File: config.mk
export PLATFORM = sky130hd
export DESIGN_NAME = cba_find
export DESIGN_NICKNAME = d
export VERILOG_FILES = /design/src/hw/rtl/cba_pkg.sv /design/src/hw/rtl/cba_find.sv
export SDC_FILE = /design/constraint.sdc
export NUM_CORES = 1
export LEC_CHECK = 0
export ABC_AREA = 1
export ABC_CLOCK_PERIOD_IN_PS = 11600
export BUFFER_PORTS_ARGS = -buffer_cell sky130_fd_sc_hd__buf_4
export CORE_ASPECT_RATIO = 0.75
export CORE_MARGIN = 8
export CORE_UTILIZATION = 53
export DETAILED_ROUTE_END_ITERATION = 16
export GPL_ROUTABILITY_DRIVEN = 0
export GPL_TIMING_DRIVEN = 0
export PLACE_DENSITY = 0.9
export SKIP_LAST_GASP = 1
export SLEW_MARGIN = 20
export SYNTH_ARGS = -nofsm -noshare
export SYNTH_HDL_FRONTEND = slang
export SYNTH_SLANG_ARGS = --single-unit
File: constraint.sdc
create_clock -name vclk -period 11.6
set_input_delay 2.32 -clock vclk [all_inputs]
set_output_delay 2.32 -clock vclk [all_outputs]
set_load 0.01 [all_outputs]
File: src/hw/rtl/cba_pkg.sv
// Package for the cluster bitmap allocator: request/result structs,
// operation, status and controller state codes, shared constants.
// No dependencies.
package cba_pkg;

  localparam int MAX_CLUSTERS_DEF  = 65536;
  // clusters are 16-bit numbers, so no more than this many entries matter
  localparam int CLUSTER_SPACE     = 65536;
  localparam int COUNT_W           = 17;
  localparam int CLUSTER_W         = 16;
  localparam int LINK_W            = 32;
  localparam logic [COUNT_W-1:0] COUNT_RST  = 17'd65536;
  localparam logic [LINK_W-1:0]  END_MARK   = 32'hFFFF_FFFF;
  localparam logic [COUNT_W-1:0] FIRST_DATA = 17'd2;

  typedef enum logic [1:0] {
    OP_ALLOC  = 2'd0,
    OP_FREE   = 2'd1,
    OP_LINK   = 2'd2,
    OP_EXTEND = 2'd3
  } op_t;

  typedef enum logic [1:0] {
    STAT_OK    = 2'd0,
    STAT_FULL  = 2'd1,
    STAT_RANGE = 2'd2,
    STAT_LOOP  = 2'd3
  } status_t;

  typedef enum logic [2:0] {
    S_CLEAR,
    S_IDLE,
    S_FREE_WALK,
    S_EXT_WALK,
    S_SCAN,
    S_LINK_TAIL
  } state_t;

  typedef struct packed {
    op_t                   op;
    logic [CLUSTER_W-1:0]  cluster;
    logic [LINK_W-1:0]     fat_value;
  } in_req_t;

  typedef struct packed {
    status_t               status;
    logic [CLUSTER_W-1:0]  result_cluster;
  } out_res_t;

endpackage

File: src/hw/rtl/cba_find.sv
// Lowest-free-cluster finder over one bitmap word; clusters below 2 and not
// below the effective count are excluded. Depends on cba_pkg.
module cba_find #(
  parameter int WBW = 5,
  parameter int WAW = 11
) (
  input  logic [2**WBW-1:0]           word,
  input  logic [WAW-1:0]              word_idx,
  input  logic [cba_pkg::COUNT_W-1:0] n_eff,
  output logic                        hit,
  output logic [WBW-1:0]              bit_idx
);

  localparam int WB = 2**WBW;

  logic [WB-1:0] free_mask;

  always_comb begin
    logic [cba_pkg::COUNT_W-1:0] c;
    for (int j = 0; j < WB; j++) begin
      c = cba_pkg::COUNT_W'({word_idx, WBW'(j)});
      free_mask[j] = !word[j] && (c >= cba_pkg::FIRST_DATA) && (c < n_eff);
    end
  end

  always_comb begin
    bit_idx = '0;
    for (int j = WB - 1; j >= 0; j--) begin
      if (free_mask[j]) begin
        bit_idx = WBW'(j);
      end
    end
  end

  assign hit = |free_mask;

endmodule

==> results.md, run 1 <==
- HPWL after detailed placement: 3830 microns
- Data required time of the worst path: 9280 ps
- Syn Std Cell Area: 0.00137 sq mm
- Crit Path Max Fanout: 8
- PnR worst setup slack: 3990 ps
- Setup Viol. Count Final: 0
- Vias in the first global route: 1,752
- Die ar.: 0.00447 sq mm
- Top area cells in the synthesized netlist: nand2_1 (26%), inv_1 (18%), nor2_1 (13%)
- Unique masters post-synth: 26
- Starting Density: 54.1%
- Slew Viols, Final: 0
- Final net count: 435
- Remaining antenna violation count: 0
- Max transition margin: 68.1%
- Largest net degree at the start of global routing: 10
- Count leader, synth: nand2_1
- Worst Hold Class: in2out
- N_diodes: 0
- Global route overflow: 0
- Core occupancy in the finished layout: 75.5%
- Port buffer count: 66
- Tcrit/Tclk final: 65.6%
- Seq/Total Area, Yosys: 0%
- YS warnings: 0
- PnR Total Power: 0.0716 mW
- Peak VDD IR: 0.0197 mV
- Leakage: 1.20 nW
- Power Density: 37.6 mW/mm^2
- Critical Path Max Stage Delay: 290 ps
- Place WS: 4020 ps
- Mean area per synthesized cell: 4.63 sq um
- Status: finished clean
- Routed WL: 4220 microns
- Vias/cell: 4.80
- Max-cap violations: 0
- CP startpoint kind: input port
- Drt pass-1 iters: 4
- Worst path slowest cell: ha_1
- Sequential cell count: 0
- Worst path most repeated cell: nand2_1
- Crit path capture: bit_idx[0]
- Final Hold Fails: 0
- Antenna violations before repair: 0
- Syn_nets: 367
- # resized after CTS: 0
- Critical path class: in2out
- Fmax: 131 MHz
- Worst path top cell family by delay: simple AND/OR/NAND/NOR gates
- Crit. Startpoint: word_idx[9]
- Via count: 1,904
- DIE WIDTH: 74.6 microns
- Postcts setup bufs: 0
- Area Growth Syn to Fin: 39.6%
- # rows: 16
- Placed cell area: 0.00191 sq mm
- Minimum clock period: 7610 ps
- Post-route cell area: 0.00191 sq mm
- Worst-Margin Slew: 474 ps
- RSZ-0062 raised after global routing: false
- Crit path capture type: output port
- First-pass GRT wire length: 7040 microns
- Area of the core: 0.00252 sq mm
- Initial drt markers: 107
- Levels on crit path: 37
- Synth top cells by count: nand2_1 (93), inv_1 (66), nor2_1 (49), a21oi_1 (16), ha_1 (12)
- Top Ports: 66
- Share of cells above drive strength 1: 22.7%
- Register area: 0 sq um
- Fin Setup TNS: 0 ps
- Avg WL per Cell: 10.6 microns
- Post-synth top area cell: nand2_1
- Clock Buffer Count: 0
- Die Y: 60.0 microns
- Critical Path AT: 5290 ps
- Post-Syn Instances: 295
- Post-synth top area share: 25.6%
- Bufs and invs on worst path: 3
- Drc violations: 0
- Tot GR Track Use: 18.8%
- Hold buffers post-CTS: 0
kinds of logic after synthesis:
group	synth area share (%)
buffers and inverters	19.9
AOI/OAI and AO/OA	14.2
and+or+nand+nor	54.9
adders and majority gates	11.0
layer usage:
metal	share of wire, %	routed length [microns]	track usage [%]
met1	49	2050	25.5
met2	46	1950	33.0
met3	5.2	219	1.17
met4	0	0	0
met5	0	0	0
cell type report:
type,count,area (sq um)
Fill cell,268,617
Inverter,72,272
Multi-Input combinational cell,223,1090
Timing Repair Buffer,66,495
Tap cell,36,45.0
worst min-delay path by stage:
| stage | cells past startpoint | from | slack [ps] | end |
|---|---|---|---|---|
| finish | 5 | word[1] | 5040 | bit_idx[0] |
| global route | 5 | word[1] | 5070 | bit_idx[0] |
| CTS | 5 | word[1] | 5040 | bit_idx[0] |
| detailed placement | 5 | word[1] | 5040 | bit_idx[0] |
| global placement | 5 | word[1] | 5020 | bit_idx[0] |
| floorplan | 3 | word[1] | 4810 | bit_idx[0] |
layout by cell type, fill, tap and decap left out, drive strengths merged, types with 3 or more instances in the layout:
master,n
o21ai,7
nand3,10
nand2,94
ha,12
nor2,52
nor4,6
and2,3
nor3,12
buf,66
a21oi,20
inv,71
stage by stage:
step,hold slack (ps),cells
final,5040,397
after CTS,5040,397
after global routing,5070,397
after floorplan,4810,295
after global placement,5020,397
after detailed placement,5040,397
power by group:
part	switching, mW	internal, mW
Clock	0	0
Combinational	0.0390	0.0326
Sequential	0	0
No activity file was read; power rests on OpenSTA's default activity.
==> run 2: changes to the inputs <==
- ABC_CLOCK_PERIOD_IN_PS: 11600 -> 7000
- CORE_UTILIZATION: 53 -> 45
- PLACE_DENSITY: 0.9 -> 0.81
- clock period: 11.6 -> 7 ns (I/O delays scaled with it)
==> run 2 against run 1 <==
  * Global-route usage down 2.7 points
  * Clock-buffer cell count unchanged
  * Via count down 2.9%
==> results.md, run 2 (synthesis gave the netlist of run 1 again) <==
- Status: finished clean (unchanged)
- Initial drt markers: 105 (was 107)
- Worst-Margin Slew: 465 ps (was 474 ps)
- Most frequent cells in the layout: nand2_1 (93), inv_1 (66), buf_4 (66) (unchanged)
- Routed WL: 4220 microns (about the same)
- Worst path slowest cell: o311ai_0 (was ha_1)
- Setup Viol. Count Final: 0 (unchanged)
- Drc violations: 0 (unchanged)
- Peak VDD IR: 0.0355 mV (was 0.0197 mV)
- Critical Path Max Stage Delay: 470 ps (was 290 ps)
- Area Growth Syn to Fin: 39.8% (was 39.6%)
- Global route overflow: 0 (unchanged)
- Clk pwr share: 0% (about the same)
- CP Cell Sequence: buf_4 -> ha_1 -> nand2_1 -> nor2_2 -> nand2_1 -> clkinv_2 -> nand2_1 -> nor2_2 -> inv_1 -> o311ai_0 -> nand2_1 -> nor3_1 -> inv_1 -> nor2_1 -> inv_1 -> nor4_1 -> buf_4
- CP startpoint kind: input port (unchanged)
- Most common cell after layout, fill and taps aside: nand2_1 (unchanged)
- First-pass GRT wire length: 7180 microns (was 7040 microns)
- Worst path most repeated cell: nand2_1 (unchanged)
- Avg WL per Cell: 10.6 microns (about the same)
- Min-Delay Endpoint: bit_idx[0] (unchanged)
- Reg power frac: 0% (about the same)
- Final Hold Fails: 0 (unchanged)
- Hold depth: 5 (unchanged)
- Final Instance Count excl. Fillers: 399 (was 397)
- Crit Path Max Fanout: 8 (unchanged)
- DP Cell Count: 399 (was 397)
- Die Y: 63.7 microns (was 60.0 microns)
- Minimum clock period: 5810 ps
- Antenna violations before repair: 0 (unchanged)
- Hold buffers post-CTS: 0 (unchanged)
- Layout fillers: 305 (was 268)
- Largest net degree at the start of global routing: 10 (unchanged)
- Starting Density: 46.8% (was 54.1%)
- Fmax: 172 MHz
- Max transition margin: 68.6% (was 68.1%)
- Bufs and invs on worst path: 6 (was 3)
- HPWL after detailed placement: 3830 microns (about the same)
- Area of the core: 0.00291 sq mm (was 0.00252 sq mm)
- Top Ports: 66 (unchanged)
- Drt pass-1 iters: 6 (was 4)
- Final net count: 435 (unchanged)
- Place WS: 1250 ps (was 4020 ps)
- Hold Startpoint: word[1] (unchanged)
- Worst path top cell family by delay: simple AND/OR/NAND/NOR gates (unchanged)
- Remaining antenna violation count: 0 (unchanged)
- N_diodes: 0 (unchanged)
- Vias/cell: 4.63 (was 4.80)
- Crit path capture type: output port (unchanged)
- Slew Viols, Final: 0 (unchanged)
- Die ar.: 0.00507 sq mm (was 0.00447 sq mm)
- Max-cap violations: 0 (unchanged)
- Combinational share of power: 100.0% (about the same)
- Vias in the first global route: 1,692 (was 1,752)
- PnR worst setup slack: 1190 ps (was 3990 ps)
- Register area: 0 sq um (unchanged)
- Critical Path AT: 4410 ps (was 5290 ps)
- Fin Setup TNS: 0 ps (unchanged)
- Share of cells above drive strength 1: 22.7% (unchanged)
- Net switching power: 0.0636 mW (was 0.0390 mW)
- Via count: 1,849 (was 1,904)
- Clock Buffer Count: 0 (unchanged)
- Worst Hold Class: in2out (unchanged)
- RSZ-0062 raised after global routing: false (unchanged)
- Tcrit/Tclk final: 83.0%
- Port buffer count: 66 (unchanged)
- Switching share of power: 54.1% (was 54.5%)
- Power Density: 61.6 mW/mm^2 (was 37.6 mW/mm^2)
- Data required time of the worst path: 5600 ps (was 9280 ps)
- Critical path class: in2out (unchanged)
- DIE WIDTH: 79.6 microns (was 74.6 microns)
- # rows: 17 (was 16)
- Cell-internal power: 0.0539 mW (was 0.0326 mW)
- Postcts setup bufs: 0 (unchanged)
- Leakage: 1.20 nW (unchanged)
- Tot GR Track Use: 16.0% (was 18.8%)
- Sequential cell count: 0 (unchanged)
- # resized after CTS: 0 (unchanged)
==> run 2: cell counts in the layout (fill, tap and decap cells not counted) <==
Identical to the previous run, type by type.
==> run 2: through the flow <==
step           util, %  instance area, sq um  hold WS [ps]  total power, mW
3_3_place_gp      65.5                  1910          3180            0.116
2_1_floorplan        -                  1370          2970           0.0723
6_report          65.5                  1910          3180            0.118
3_5_place_dp      65.5                  1910          3170            0.117
4_1_cts           65.5                  1910          3180            0.118
5_1_grt           65.5                  1910          3230            0.135
==> run 2: per-layer routing <==
layer | GRT usage [%] | up-vias | routed length (microns)
met1 | 22.9 | 766 | 2140
met3 | 1.98 | 0 | 233
met5 | 0 | - | 0
li1 | - | 1038 | -
met2 | 26.0 | 45 | 1850
met4 | 0 | 0 | 0
==> run 2: layout make-up <==
cell class                 instances  area, sq um  share of cell area [%]
multi-input combinational        223         1090                    57.3
timing repair buffer              66          495                    26.0
inverter                          72          272                    14.2
tap                               38         47.5                    2.49
==> run 2: how the worst max path moves through the flow <==
stage          slack, ps    startpoint  cells after the start          to
3_5_place_dp        1250   word_idx[7]                     36  bit_idx[0]
5_1_grt              860   word_idx[7]                     39  bit_idx[0]
2_1_floorplan       1800     n_eff[12]                     35  bit_idx[0]
3_3_place_gp        1280   word_idx[7]                     39  bit_idx[0]
4_1_cts             1230  word_idx[10]                     17  bit_idx[4]
6_report            1190  word_idx[10]                     17  bit_idx[4]
==> run 2: worst min-delay path, cell delays in order <==
cell and delay [ps]:
buf_4 80, nor2_1 30, nand2_1 80, a21oi_2 60, buf_4 130
==> run 2: power groups by stage <==
stage	combinational (mW)	clock [mW]	sequential, mW
6_report	0.117	0	0
5_1_grt	0.135	0	0
4_1_cts	0.118	0	0
3_5_place_dp	0.117	0	0
3_3_place_gp	0.116	0	0
2_1_floorplan	0.0723	0	0
==> run 3: changes to the inputs <==
- ABC_AREA: 1 -> 0
- ABC_CLOCK_PERIOD_IN_PS: 7000 -> 4700
- CORE_UTILIZATION: 45 -> 47
- clock period: 7 -> 4.7 ns (I/O delays scaled with it)
==> run 3 against run 2 <==
  * First-iteration DRC count rose to 3.3 times the previous value
  * Worst hold slack got worse by 780 ps
  * Non-clock buffer count up 14
  * Via count rose by 20%
  * Critical path depth decreased by 7
  * Core utilization is 0.73 points higher
  * Wire length increased by 47%
  * Critical endpoint is now bit_idx[1]
==> results.md, run 3 <==
- Status: finished clean (unchanged)
- Remaining antenna violation count: 0 (unchanged)
- DIE WIDTH: 83.9 microns (was 79.6 microns)
- Share of cells above drive strength 1: 33.4% (was 22.7%)
- Avg WL per Cell: 18.5 microns (was 10.6 microns)
- Final net count: 370 (was 435)
- Setup Viol. Count Final: 0 (unchanged)
- Die ar.: 0.00561 sq mm (was 0.00507 sq mm)
- Max-cap violations: 0 (unchanged)
- Final Hold Fails: 0 (unchanged)
- Mean area per synthesized cell: 7.03 sq um (was 4.63 sq um)
- Hold buffers post-CTS: 0 (unchanged)
- Antenna violations before repair: 0 (unchanged)
- Clock Buffer Count: 0 (unchanged)
- Top area cells in the synthesized netlist: ha_1 (9.2%), a21oi_1 (7.1%), inv_1 (4.4%) (was nand2_1 (26%), inv_1 (18%), nor2_1 (13%))
- Max transition margin: 65.0% (was 68.6%)
- Syn_nets: 303 (was 367)
- # rows: 18 (was 17)
- N_diodes: 0 (unchanged)
- Minimum clock period: 4670 ps
- Final Instance Count excl. Fillers: 336 (was 399)
- Vias in the first global route: 2,136 (was 1,692)
- Drc violations: 0 (unchanged)
- Worst-Margin Slew: 521 ps (was 465 ps)
- Tot GR Track Use: 20.9% (was 16.0%)
- RSZ-0062 raised after global routing: false (unchanged)
- Drt pass-1 iters: 5 (was 6)
- Worst Hold Class: in2out (unchanged)
- Post-synth top area share: 9.24% (was 25.6%)
- Data required time of the worst path: 3760 ps (was 5600 ps)
- Fin Setup TNS: 0 ps (unchanged)
- Via count: 2,211 (was 1,849)
- Vias/cell: 6.58 (was 4.63)
- First-pass GRT wire length: 9980 microns (was 7180 microns)
- Sequential cell count: 0 (unchanged)
- Layout fillers: 308 (was 305)
- Peak VDD IR: 0.0516 mV (was 0.0355 mV)
- Syn Std Cell Area: 0.00162 sq mm (was 0.00137 sq mm)
- Port buffer count: 63 (was 66)
- Fmax: 214 MHz
- Power Density: 91.6 mW/mm^2 (was 61.6 mW/mm^2)
- HPWL after detailed placement: 5210 microns (was 3830 microns)
- Top Ports: 66 (unchanged)
- Post-Syn Instances: 231 (was 295)
- Largest net degree at the start of global routing: 11 (was 10)
- Crit Path Max Fanout: 6 (was 8)
- Slew Viols, Final: 0 (unchanged)
- Seq/Total Area, Yosys: 0% (unchanged)
- Initial drt markers: 348 (was 105)
- Global route overflow: 0 (unchanged)
- Post-synth top area cell: ha_1 (was nand2_1)
- Most frequent cells in the layout: buf_4 (67), a21oi_1 (23), inv_1 (19) (was nand2_1 (93), inv_1 (66), buf_4 (66))
- Die Y: 66.9 microns (was 63.7 microns)
- Starting Density: 49.4% (was 46.8%)
- Most common cell after layout, fill and taps aside: buf_4 (was nand2_1)
- Count leader, synth: a21oi_1 (was nand2_1)
- Critical path class: in2out (unchanged)
- Synth top cells by count: a21oi_1 (23), inv_1 (19), nor2_1 (17), nand2_1 (14), ha_1 (12) (was nand2_1 (93), inv_1 (66), nor2_1 (49), a21oi_1 (16), ha_1 (12))
- Routed WL: 6210 microns (was 4220 microns)
- Footprint of the multi-input gates: 0.00148 sq mm (was 0.00109 sq mm)
- Tcrit/Tclk final: 99.3%
- CP startpoint kind: input port (unchanged)
- Area of the core: 0.00329 sq mm (was 0.00291 sq mm)
- DP Cell Count: 334 (was 399)
- Register area: 0 sq um (unchanged)
- YS warnings: 0 (unchanged)
- Critical Path AT: 3730 ps (was 4410 ps)
- Leakage: 0.947 nW (was 1.20 nW)
- Unique masters post-synth: 67 (was 26)
- Crit path capture type: output port (unchanged)
- Area Growth Syn to Fin: 34.1% (was 39.8%)
==> run 3: kinds of logic (layout without fill, tap and decap cells) <==
logic type / Yosys count / count (layout) / share of synthesized area (%)
buffers and inverters: 34 / 99 / 10.1
adders and majority gates: 12 / 12 / 9.24
and+or+nand+nor: 82 / 82 / 32.7
AOI/OAI and AO/OA: 103 / 103 / 48.0
==> run 3: worst max-delay path, stage by stage <==
cell and delay [ps]:
buf_4 110, ha_1 400, a21oi_2 220, a311oi_1 150
a2111oi_4 510, nor2_2 130, or4b_1 590, a22o_1 220
a211oi_1 280, buf_4 170
==> run 3: final cells by class <==
| cell class | instances | area share, % |
|---|---|---|
| multi-input combinational | 197 | 67.8 |
| timing repair buffer | 65 | 22.4 |
| buffer | 15 | 4.25 |
| inverter | 19 | 3.28 |
| tap | 40 | 2.30 |
==> run 3: path summary, 6_finish.rpt <==
check	from	end	cells past startpoint
worst max-delay path	word_idx[3]	bit_idx[1]	10
worst min-delay path	word[2]	bit_idx[2]	4
==> run 3: what timing repair did <==
action                                  CTS  global route
setup buffers                             0             2
resized for setup                         0             2
endpoints found under the setup margin    0             2
==> run 3: stage by stage <==
step                total power, mW  worst slack, ps  hold slack [ps]  utilization (%)  cell area (sq um)
floorplan                     0.116              535             2080                -               1620
global placement              0.188             99.5             2380             65.3               2150
detailed placement            0.192             57.9             2390             65.3               2150
finish                        0.199             32.5             2400             66.2               2180
CTS                           0.193             57.8             2390             65.3               2150
global route                  0.215             3.18             2420             66.2               2180
==> run 3: power breakdown <==
group | switching, mW | internal (mW)
logic | 0.109 | 0.0902
clock network | 0 | 0
registers | 0 | 0
==> run 3: routing by layer <==
layer	routed length, microns	GRT usage (%)	up-vias
li1	-	-	1049
met4	119	4.72	0
met3	673	3.78	20
met2	2650	32.8	153
met5	0	0	-
met1	2760	28.9	989
